--- src/rtl/asvg_pkg.sv ---
// Shared constants, sine coefficients and types for the sector vertex generator.
package asvg_pkg;
    localparam int MAX_POINTS_DEF = 64;
    localparam int TRIG_BITS_DEF  = 16;
    localparam int SIN_A = 51472;
    localparam int SIN_B = 21024;
    localparam int SIN_C = 2320;

    // 360 degrees in Q15 is 45 << 18: drop 18 bits, then multiply by ceil(2^36/45)
    localparam int          OPEN_SHIFT  = 18;
    localparam logic [30:0] RECIP_45    = 31'd1527099484;
    localparam int          RECIP_SHIFT = 36;

    localparam logic [2:0] REG_CENTER_X    = 3'd0;
    localparam logic [2:0] REG_CENTER_Y    = 3'd1;
    localparam logic [2:0] REG_RADIUS      = 3'd2;
    localparam logic [2:0] REG_POINT_COUNT = 3'd3;
    localparam logic [2:0] REG_MOUTH_ANGLE = 3'd4;
    localparam logic [2:0] REG_PHASE_RATE  = 3'd5;

    // frame job handed from front to back
    typedef struct packed {
        logic [31:0] start_acc;
        logic [31:0] step;
        logic [8:0]  n;
    } job_t;
endpackage

--- src/rtl/asvg_sin.sv ---
// Pipelined Q1.15 sine approximation, at most one multiply per stage.
module asvg_sin #(
    parameter int TRIG_BITS = asvg_pkg::TRIG_BITS_DEF
) (
    input  logic                 clk,
    input  logic [TRIG_BITS-1:0] angle,
    output logic signed [16:0]   sine
);
    logic [TRIG_BITS-3:0] frac;
    logic [1:0]  q0_next;
    logic [15:0] x_next;
    logic [1:0]  q1_reg, q2_reg, q3_reg, q4_reg;
    logic [15:0] x1_reg, x2x_reg, x3x_reg;
    logic [31:0] x2_reg, x2b_reg;
    logic [31:0] t1_reg, t2_reg;
    logic [31:0] r_reg;
    logic [31:0] p0, p1, p2;
    logic [31:0] rs;
    logic [1:0]  q4_q;

    assign q0_next = angle[TRIG_BITS-1 -: 2];
    assign frac    = angle[TRIG_BITS-3:0];
    always_comb
    begin
        logic [15:0] xf;
        xf = 16'((48'(frac) << 15) >> (TRIG_BITS - 2));
        x_next = q0_next[0] ? 16'(17'd32768 - 17'(xf)) : xf;
    end

    assign p0 = 32'(x1_reg) * 32'(x1_reg);
    assign p1 = (x2_reg * 32'(asvg_pkg::SIN_C)) >> 15;
    assign p2 = (x2b_reg * t1_reg) >> 15;

    always_ff @(posedge clk)
    begin
        x1_reg  <= x_next;
        q1_reg  <= q0_next;
        x2_reg  <= p0 >> 15;
        x2x_reg <= x1_reg;
        q2_reg  <= q1_reg;
        t1_reg  <= 32'(asvg_pkg::SIN_B) - p1;
        x2b_reg <= x2_reg;
        x3x_reg <= x2x_reg;
        q3_reg  <= q2_reg;
        t2_reg  <= 32'(asvg_pkg::SIN_A) - p2;
        q4_reg  <= q3_reg;
        r_reg   <= 32'((64'(x3x_reg) * 64'(t2_reg)) >> 15);
        q4_q    <= q4_reg;
    end
    assign rs   = (r_reg > 32'd32767) ? 32'd32767 : r_reg;
    assign sine = q4_q[1] ? -$signed({1'b0, rs[15:0]}) : $signed({1'b0, rs[15:0]});
endmodule

--- src/rtl/asvg_front.sv ---
// Front: phase, opening, step division; pushes a frame job.
module asvg_front #(
    parameter int MAX_POINTS = asvg_pkg::MAX_POINTS_DEF,
    parameter int TRIG_BITS  = asvg_pkg::TRIG_BITS_DEF
) (
    input  logic                clk,
    input  logic                rst_n,
    input  logic                valid,
    output logic                stall,
    input  logic [31:0]         elapsed_time,
    input  logic [1:0]          mouth_dir,
    input  logic [6:0]          point_count,
    input  logic [7:0]          mouth_angle,
    input  logic [23:0]         phase_rate,
    output logic                job_valid,
    input  logic                job_full,
    output asvg_pkg::job_t      job
);
    localparam int FB = 32 - TRIG_BITS;
    typedef enum logic [2:0] {
        S_IDLE, S_MUL, S_SIN, S_OPEN, S_ODIV, S_SPAN, S_SDIV, S_PUSH
    } st_t;
    st_t st_reg;
    logic [31:0] t_reg;
    logic [1:0]  dir_reg;
    logic [15:0] phase_reg;
    logic [3:0]  cnt_reg;
    logic signed [16:0] s_out;
    logic [15:0] s_mag;
    logic [39:0] num_reg, quo_reg;
    logic [39:0] rem_reg, den_reg;
    logic [5:0]  bit_reg;
    logic [TRIG_BITS:0] open_reg;
    logic        neg_reg;
    logic [8:0]  n_reg;
    logic [31:0] step_reg;
    logic [TRIG_BITS-1:0] start_w;
    logic [8:0]  pcc;
    logic [55:0] prod;
    logic [39:0] rem_sh;
    logic        sub_ok;
    logic [39:0] quo_next;
    logic signed [TRIG_BITS+2:0] span;
    logic        span_neg;
    logic [TRIG_BITS+1:0] span_mag;

    asvg_sin #(.TRIG_BITS(TRIG_BITS)) u_sin (
        .clk(clk), .angle(TRIG_BITS'((48'(phase_reg) << TRIG_BITS) >> 16)), .sine(s_out));

    assign pcc = (point_count < 7'd3) ? 9'd3 :
                 (9'(point_count) > 9'(MAX_POINTS)) ? 9'(MAX_POINTS) : 9'(point_count);
    assign prod   = 56'(t_reg) * 56'(phase_rate);
    assign s_mag  = s_out[16] ? 16'(-s_out) : 16'(s_out);
    assign rem_sh = {rem_reg[38:0], num_reg[39]};
    assign sub_ok = (rem_sh >= den_reg);
    assign quo_next = {quo_reg[38:0], sub_ok};
    // span = 2*opening - turn
    assign span = $signed({1'b0, open_reg, 1'b0})
                  - $signed((TRIG_BITS+3)'(1) << TRIG_BITS);
    assign span_neg = span[TRIG_BITS+2];
    assign span_mag = (TRIG_BITS+2)'(span_neg ? -span : span);
    assign stall  = (st_reg != S_IDLE);
    assign start_w = TRIG_BITS'({dir_reg, {(TRIG_BITS-2){1'b0}}} - open_reg[TRIG_BITS-1:0]);
    assign job_valid = (st_reg == S_PUSH);
    assign job.start_acc = 32'(start_w) << FB;
    assign job.step = step_reg;
    assign job.n = n_reg;

    always_ff @(posedge clk or negedge rst_n)
    begin
        if (!rst_n)
        begin
            st_reg <= S_IDLE;
        end
        else
        begin
            unique case (st_reg)
                S_IDLE:
                begin
                    if (valid)
                    begin
                        t_reg <= elapsed_time;
                        dir_reg <= mouth_dir;
                        n_reg <= pcc - 9'd1;
                        st_reg <= S_MUL;
                    end
                end
                S_MUL:
                begin
                    phase_reg <= prod[31:16];
                    cnt_reg <= 4'd0;
                    st_reg <= S_SIN;
                end
                S_SIN:
                begin
                    cnt_reg <= cnt_reg + 4'd1;
                    if (cnt_reg == 4'd6)
                        st_reg <= S_OPEN;
                end
                S_OPEN:
                begin
                    // opening = angle*|s|*2^TB / (45*2^18): drop the power of two first
                    num_reg <= 40'(((48'(mouth_angle) * 48'(s_mag)) << TRIG_BITS)
                                   >> asvg_pkg::OPEN_SHIFT);
                    st_reg <= S_ODIV;
                end
                S_ODIV:
                begin
                    // divide by 45 through the reciprocal, exact below 2^30
                    open_reg <= (TRIG_BITS+1)'((64'(num_reg[29:0])
                                * 64'(asvg_pkg::RECIP_45)) >> asvg_pkg::RECIP_SHIFT);
                    st_reg <= S_SPAN;
                end
                S_SPAN:
                begin
                    neg_reg <= span_neg;
                    num_reg <= 40'(span_mag) << FB;
                    den_reg <= 40'(n_reg - 9'd1);
                    rem_reg <= '0;
                    bit_reg <= 6'd0;
                    st_reg <= S_SDIV;
                end
                S_SDIV:
                begin
                    // restoring division, one quotient bit per cycle
                    rem_reg <= sub_ok ? rem_sh - den_reg : rem_sh;
                    quo_reg <= quo_next;
                    num_reg <= {num_reg[38:0], 1'b0};
                    bit_reg <= bit_reg + 6'd1;
                    if (bit_reg == 6'd39)
                    begin
                        step_reg <= neg_reg ? 32'(-quo_next) : 32'(quo_next);
                        st_reg <= S_PUSH;
                    end
                end
                S_PUSH:
                begin
                    if (!job_full)
                        st_reg <= S_IDLE;
                end
                default: st_reg <= S_IDLE;
            endcase
        end
    end
endmodule

--- config.mk ---
export PLATFORM = sky130hd
export DESIGN_NAME = asvg_front
export DESIGN_NICKNAME = d
export VERILOG_FILES = /design/src/rtl/asvg_pkg.sv /design/src/rtl/asvg_sin.sv /design/src/rtl/asvg_front.sv
export SDC_FILE = /design/constraint.sdc
export NUM_CORES = 2
export LEC_CHECK = 0
export BUFFER_PORTS_ARGS = -buffer_cell sky130_fd_sc_hd__buf_2
export CORE_MARGIN = 2
export CORE_UTILIZATION = 60
export CTS_BUF_LIST = sky130_fd_sc_hd__clkbuf_8
export DETAILED_ROUTE_END_ITERATION = 10
export GPL_TIMING_DRIVEN = 0
export HOLD_SLACK_MARGIN = 0.08
export PLACE_DENSITY = 0.82
export SLEW_MARGIN = 20
export SYNTH_ARGS = -nofsm -noshare
export SYNTH_HDL_FRONTEND = slang
export SYNTH_SLANG_ARGS = --single-unit
--- constraint.sdc ---
create_clock -name clk -period 12.2 [get_ports clk]
set_clock_uncertainty 0.15 [all_clocks]
set_input_delay 1.83 -clock clk [delete_from_list [all_inputs] [get_ports clk]]
set_output_delay 1.83 -clock clk [all_outputs]
set_load 0.01 [all_outputs]
-- Yosys cells after proc, flatten, opt, wreduce, memory -nomap -nowiden
Cells that the tools add are included.
Widths: inputs -> output; s select.
- register bits: 430
- bits of input ports: 77
- output and inout bits: 75
- word-level logic and storage cells: 99
- $add $sub $neg: 14
- $mul: 7
- $lt $le $gt $ge: 4
- equal/unequal tests: 13
- muxes and demuxes: 18
- reductions and logical operators: 15
- operators by type and width (cell ; count):
    $pmux 40 s3 ; 1
    $pmux 39 s2 ; 1
    $mul 30x29->51 const B ; 1
    $mul 16x32->47 ; 1
    $ge 40x40->1 ; 1
    $mux 39 ; 1
    $sub 39x39->39 ; 1
    $gt 32x15->1 const B ; 1
    $mul 16x16->32 ; 1
    $mul 17x32->32 ; 1
    $mul 32x24->32 ; 1
    $mux 16 ; 2
    $mux 32 ; 1
    $neg 32->32 ; 1
    $mul 17x8->25 const B ; 1
    $mul 8x16->24 ; 1
    $pmux 3 s8 ; 1
    $sub 18x17->19 const B ; 1
    $mux 18 ; 1
    $neg 18->18 ; 1
    $sub 15x17->18 const A ; 1
    $sub 16x17->18 const A ; 1
    $mux 17 ; 1
    $neg 16->17 ; 1
    other kinds (26) ; 46

-- Depth between registers and ports, before layout
- word-level depth: 8
- depth in mapped cells: 38

-- By module
From an unflattened synthesis, not the netlist that was laid out.
- cells, all modules: 7726
- area total of the unflattened synthesis: 74227.4 µm²
- by module, submodules not included (module ; times used ; cells an instance ; area each (µm²)):
    asvg_front ; 1 ; 4298 ; 42449.5
    asvg_sin ; 1 ; 3428 ; 31778.0

-- Least setup slack after synthesis
No wires, ideal clock.
- kind: register to register
- from: register u_sin.r_reg[30]
- to: register num_reg[18] (data pin)
- setup time: 0.273 ns
- arrival: 8.223 ns
- required time: 11.777 ns
- setup slack: 3.554 ns
- cell stages (with the launch flop): 37
- buffers on the path: 4
- cells stage by stage: dfxtp_1 > nor4_1 > nand4_1 > or2_1 > buf_2 > buf_4 > clkbuf_1 > nor2_1 > ha_1 > or3b_1 > or3_4 > o41ai_2 > nand3_1 > nor3_1 > nand2b_1 > buf_2 > nor2_1 > xnor2_1 > nand2b_1 > fa_1 > fa_1 > inv_1 > fa_1 > inv_1 > fa_1 > inv_1 > ha_1 > or3_1 > o21ai_0 > o31ai_1 > o2111ai_1 > a21oi_1 > o21ai_0 > nand2b_1 > a21oi_1 > xor2_1 > o221ai_1
- longest elaborated chain between the ends: 8
- ends and longest elaborated chain (element ; line ; RTL):
    from (decl) ; asvg_sin.sv:16 ; logic [31:0] r_reg;
    from (signal assigned) ; asvg_sin.sv:47 ; r_reg <= 32'((64'(x3x_reg) * 64'(t2_reg)) >> 15);
    $gt 32x15->1 (*) ; asvg_sin.sv:50 ; assign rs = (r_reg > 32'd32767) ? 32'd32767 : r_reg;
    $mux 16 (*) ; asvg_sin.sv:50 ;
    $neg 16->17 ; asvg_sin.sv:51 ; assign sine = q4_q[1] ? -$signed({1'b0, rs[15:0]}) : $signed({1'b0, rs[15:0]});
    $mux 17 (*) ; asvg_sin.sv:51 ;
    $neg 16->16 ; asvg_front.sv:53 ; assign s_mag = s_out[16] ? 16'(-s_out) : 16'(s_out);
    $mux 16 (*) ; asvg_front.sv:53 ;
    $mul 8x16->24 (*) ; asvg_front.sv:103 ; num_reg <= 40'(((48'(mouth_angle) * 48'(s_mag)) << TRIG_BITS)
    $pmux 40 s3 (*) ; asvg_front.sv:77 ; unique case (st_reg)
    to (signal assigned) ; asvg_front.sv:103 ;
    to (signal assigned) ; asvg_front.sv:117 ; num_reg <= 40'(span_mag) << FB;
    to (signal assigned) ; asvg_front.sv:128 ; num_reg <= {num_reg[38:0], 1'b0};
    to (decl) ; asvg_front.sv:30 ; logic [39:0] num_reg, quo_reg;
Every way passes the cells marked *; elsewhere a longest branch is shown, timed or not.
A chain may end at the register's enable or synchronous reset.

-- Worst setup path in the final report
- from: register u_sin.r_reg[22]
- to: register num_reg[18] (data pin)
Same word-level chain as after synthesis.

==> results.txt <==
----------------------------------------------------
[Logic synthesis]
  Share of the yosys chip area belonging to registers ... 13.88%
  Dominant combinational cell family by area after synthesis ... adder cells
  Synthesized-area fraction occupied by and/or/nand/nor cells ... 13.13%
  Count of synthesis-stage warnings from yosys ... 0
  Mux cell area share after synthesis ... less than 1%
  Share of synthesized cell area in full adder, half adder and majority cells ... between 50% and 60%
  Ys flop type ... sky130_fd_sc_hd__edfxtp_1
  Xor/xnor share of the synthesized area ... under 10%
  Number of cells produced by synthesis ... between 7k and 8k
  Number of flops mapped to enable cells by yosys ... around 240
  Synth top area share ... between 30% and 40%
  Number of register bits inferred by synthesis ... 390
  Post-synthesis cell type with the largest combined area ... sky130_fd_sc_hd__fa_1
  Post-Syn Area ... roughly 74000 um^2
  Top cells by area in the synthesized netlist ... sky130_fd_sc_hd__fa_1, sky130_fd_sc_hd__ha_1, sky130_fd_sc_hd__edfxtp_1
  Mean post-synth cell area ... approximately 9.6 um^2
  Area fraction in compound gates after synthesis ... around 5.5%
  Share of async-settable or async-resettable flops after synthesis ... less than 1%
  Number of distinct library cells after synthesis ... 82

[Floorplanning]
  Num rows ... between 100 and 150
  Starting density of the core ... a little over 60%
  Die footprint ... 125400 um^2
  Y dimension of the die ... ~350 um
  Horizontal die dimension ... approximately 350 um
  IO Count ... between 150 and 200
  Core region area ... roughly 120000 um^2

[Global route]
  GRT Total Usage ... 30.56%
  Number of global-route vias before repair ... 57.72k
  Total overflow reported by the global router ... 0
  Largest net degree at the start of global routing ... 46
  First-pass GRT wire length ... ~300 mm
  Antenna violations before repair ... 7

[Timing]
  Unrepaired setup endpoints after global routing ... no
  Highest clock frequency the design can meet ... approximately 0.09 GHz
  Post-route clock period utilization ... between 80% and 90%
  Setup Total Neg Slack ... 0 ns
  Final count of hold timing violations ... 0
  Tightest slew margin relative to the limit ... approximately 27%
  Clock period minus worst slack ... roughly 11 ns
  Number of endpoints failing setup at the final stage ... 0
  Actual transition at the worst max-transition pin ... ~1.1 ns
  Count of pins over their slew limit ... 0

[Setup path]
  Critical Path RT ... 12.54 ns
  Library cell contributing the largest single delay on the critical path ... sky130_fd_sc_hd__xnor2_1
  Critical path endpoint category ... register
  Crit path buffers/inverters ... 7
  Critical path start-end classification ... reg2reg
  RR Startpoint ... u_sin.r_reg[22]
  Worst-path fanout max ... 10
  Worst Setup Start Kind ... register
  Timing startpoint of the critical path ... u_sin.r_reg[22]
  Longest individual stage delay on the worst path ... roughly 0.7 ns
  Largest delay share family, worst path ... simple AND/OR/NAND/NOR gates
  Top cell by count, worst path ... sky130_fd_sc_hd__fa_1
  Crit path DAT ... roughly 11 ns

[Route]
  Antenna-violating nets left ... 0
  Detailed Routing Iterations Pass 1 ... 6
  Number of remaining DRC errors ... 0
  Number of DRC markers after the initial detailed-route iteration ... roughly 3.8k
  Total vias in the final route ... 53.08k
  Average detailed-routed wire length per instance ... 19.23 um
  Total detailed-routing wirelength ... ~180 mm
  Vias per Instance ... 5.564

[Layout]
  Number of inserted filler cells in the final layout ... just under 10k
  Most frequent standard cell in the layout excluding fill and tap cells ... sky130_fd_sc_hd__inv_1
  Flip-flop count of the largest register, all copies and words added ... 40
  Total number of nets in the final design ... approximately 10k
  Commonest cells after routing, fill and taps aside ... sky130_fd_sc_hd__inv_1, sky130_fd_sc_hd__fa_1, sky130_fd_sc_hd__nand2_1
  Layout Area Growth over Synthesis ... 5.921%
  Share of post-route cells with drive strength above 1 ... ~4.0%

[Clock network]
  Number of hold buffers added after CTS ... 0
  CTS buffer count ... between 70 and 80
  Number of gates given a new drive strength after cts ... 0
  Buffer depth of the longest clock path ... 3
  Clock transition at the registers of the reported paths ... approximately 0.07 ns
  CTS tree ... built
  # clock sinks ... between 300 and 400
  Root buffer selected by CTS ... sky130_fd_sc_hd__clkbuf_8
  Clock insertion delay at the later pin of the skew report ... a little under 0.8 ns
  Buffers inserted by post-CTS timing repair ... 0
  H-Tree Depth ... 3

[Placed design]
  I/O Buffers ... about 130
  Final GP Congestion ... between 0.9 and 1
  Post-DP HPWL ... roughly 150 mm

[Outcome]
  Result of the run ... finished, final reports clean

[Job]
  # Max-Cap Violations ... 0

[Worst hold path]
  Hold Path Origin ... u_sin.q2_reg[1]
  Class of the tightest hold or removal check ... reg2reg

----------------------------------------------------
through the flow:
stage	std cells	area, um^2	hold slack, ns	setup WS (ns)	utilization [%]
detailed placement	9406	76350	0.1621	1.419	62.73
global route	9538	77870	0.1701	0.5752	63.97
global placement	9402	76240	0.1618	1.514	62.64
CTS	9536	77860	0.1701	1.344	63.97
floorplan	7651	73580	0.1596	3.554	-
finish	9541	77870	0.1710	1.222	63.98
logic make-up after synthesis:
| family | count (synthesis) |
|---|---|
| other cells | 1 |
| mux | 26 |
| flops | 390 |
| compound gates | 610 |
| simple gates | 1983 |
| fa+ha+maj | 2260 |
| buf+inv | 2040 |
| xor+xnor | 325 |
final timing paths:
check	endpoint	slack, ns	cells past startpoint
min	u_sin.q3_reg[1]	0.17	0
min in group asynchronous	st_reg[2]	0.74	1
max	num_reg[18]	1.22	35
min reg2reg	u_sin.q3_reg[1]	0.17	0
max reg2reg	num_reg[18]	1.22	35
max in group asynchronous	st_reg[0]	10.96	1
synth_stat cells, types with 7 or more instances:
cell type and number:
sky130_fd_sc_hd__o221ai_1 8, sky130_fd_sc_hd__mux2i_1 22, sky130_fd_sc_hd__o21bai_1 19, sky130_fd_sc_hd__dfxtp_1 149
sky130_fd_sc_hd__or2_2 15, sky130_fd_sc_hd__o211ai_1 14, sky130_fd_sc_hd__o22ai_1 27, sky130_fd_sc_hd__nand2b_1 45
sky130_fd_sc_hd__xor2_1 93, sky130_fd_sc_hd__and2_1 510, sky130_fd_sc_hd__and3_1 28, sky130_fd_sc_hd__fa_1 1402
sky130_fd_sc_hd__nor4_1 10, sky130_fd_sc_hd__o21a_1 35, sky130_fd_sc_hd__o31ai_1 26, sky130_fd_sc_hd__nor3b_1 8
sky130_fd_sc_hd__a311oi_1 7, sky130_fd_sc_hd__or4_1 8, sky130_fd_sc_hd__buf_1 8, sky130_fd_sc_hd__nor2b_1 46
sky130_fd_sc_hd__clkbuf_1 233, sky130_fd_sc_hd__or3_1 34, sky130_fd_sc_hd__ha_1 857, sky130_fd_sc_hd__o21ai_0 101
sky130_fd_sc_hd__a21o_1 79, sky130_fd_sc_hd__a2111oi_0 10, sky130_fd_sc_hd__a31o_2 14, sky130_fd_sc_hd__a21oi_1 166
sky130_fd_sc_hd__nand2_1 897, sky130_fd_sc_hd__nor2_1 205, sky130_fd_sc_hd__edfxtp_1 238, sky130_fd_sc_hd__buf_4 19
sky130_fd_sc_hd__inv_1 1773, sky130_fd_sc_hd__nand3b_1 7, sky130_fd_sc_hd__o41ai_1 9, sky130_fd_sc_hd__xnor2_1 232
sky130_fd_sc_hd__a211oi_1 21, sky130_fd_sc_hd__nor3_1 69, sky130_fd_sc_hd__nand3_1 46, sky130_fd_sc_hd__nand4_1 21
sky130_fd_sc_hd__a31oi_1 22
per-layer routing:
metal  vias to the layer above  track usage (%)  share of wire [%]
li1                      23790                -                  -
met1                     26586            40.15                 40
met2                      2203            49.91                 47
met3                       502            5.598                8.3
met4                         2            13.14                5.0
met5                         -                0             0.0060
worst reg2reg max path, delay by kind of cell (launching register included):
kind / cells / cell delay [ns]
and+or+nand+nor: 12 / 3.47
DFF: 1 / 0.30
AOI/OAI and AO/OA: 8 / 2.19
buffers and inverters: 7 / 0.97
xor gates and xnor gates: 2 / 1.04
adders and majority gates: 6 / 2.57
layout make-up:
cell class	count	area (um^2)	area share [%]
Antenna cell	5	12.51	0.01607
Buffer	266	1077	1.383
Timing Repair Buffer	130	718.2	0.9223
Sequential cell	390	10200	13.10
Inverter	1774	6659	8.551
Clock buffer	82	1129	1.449
Clock inverter	48	375.4	0.4820
Multi-Input combinational cell	5221	55660	71.48
Tap cell	1625	2033	2.611
Power is left out: the tool's default activity adds up to more than one toggle a clock period on the data nets, which glitch-free logic cannot reach.
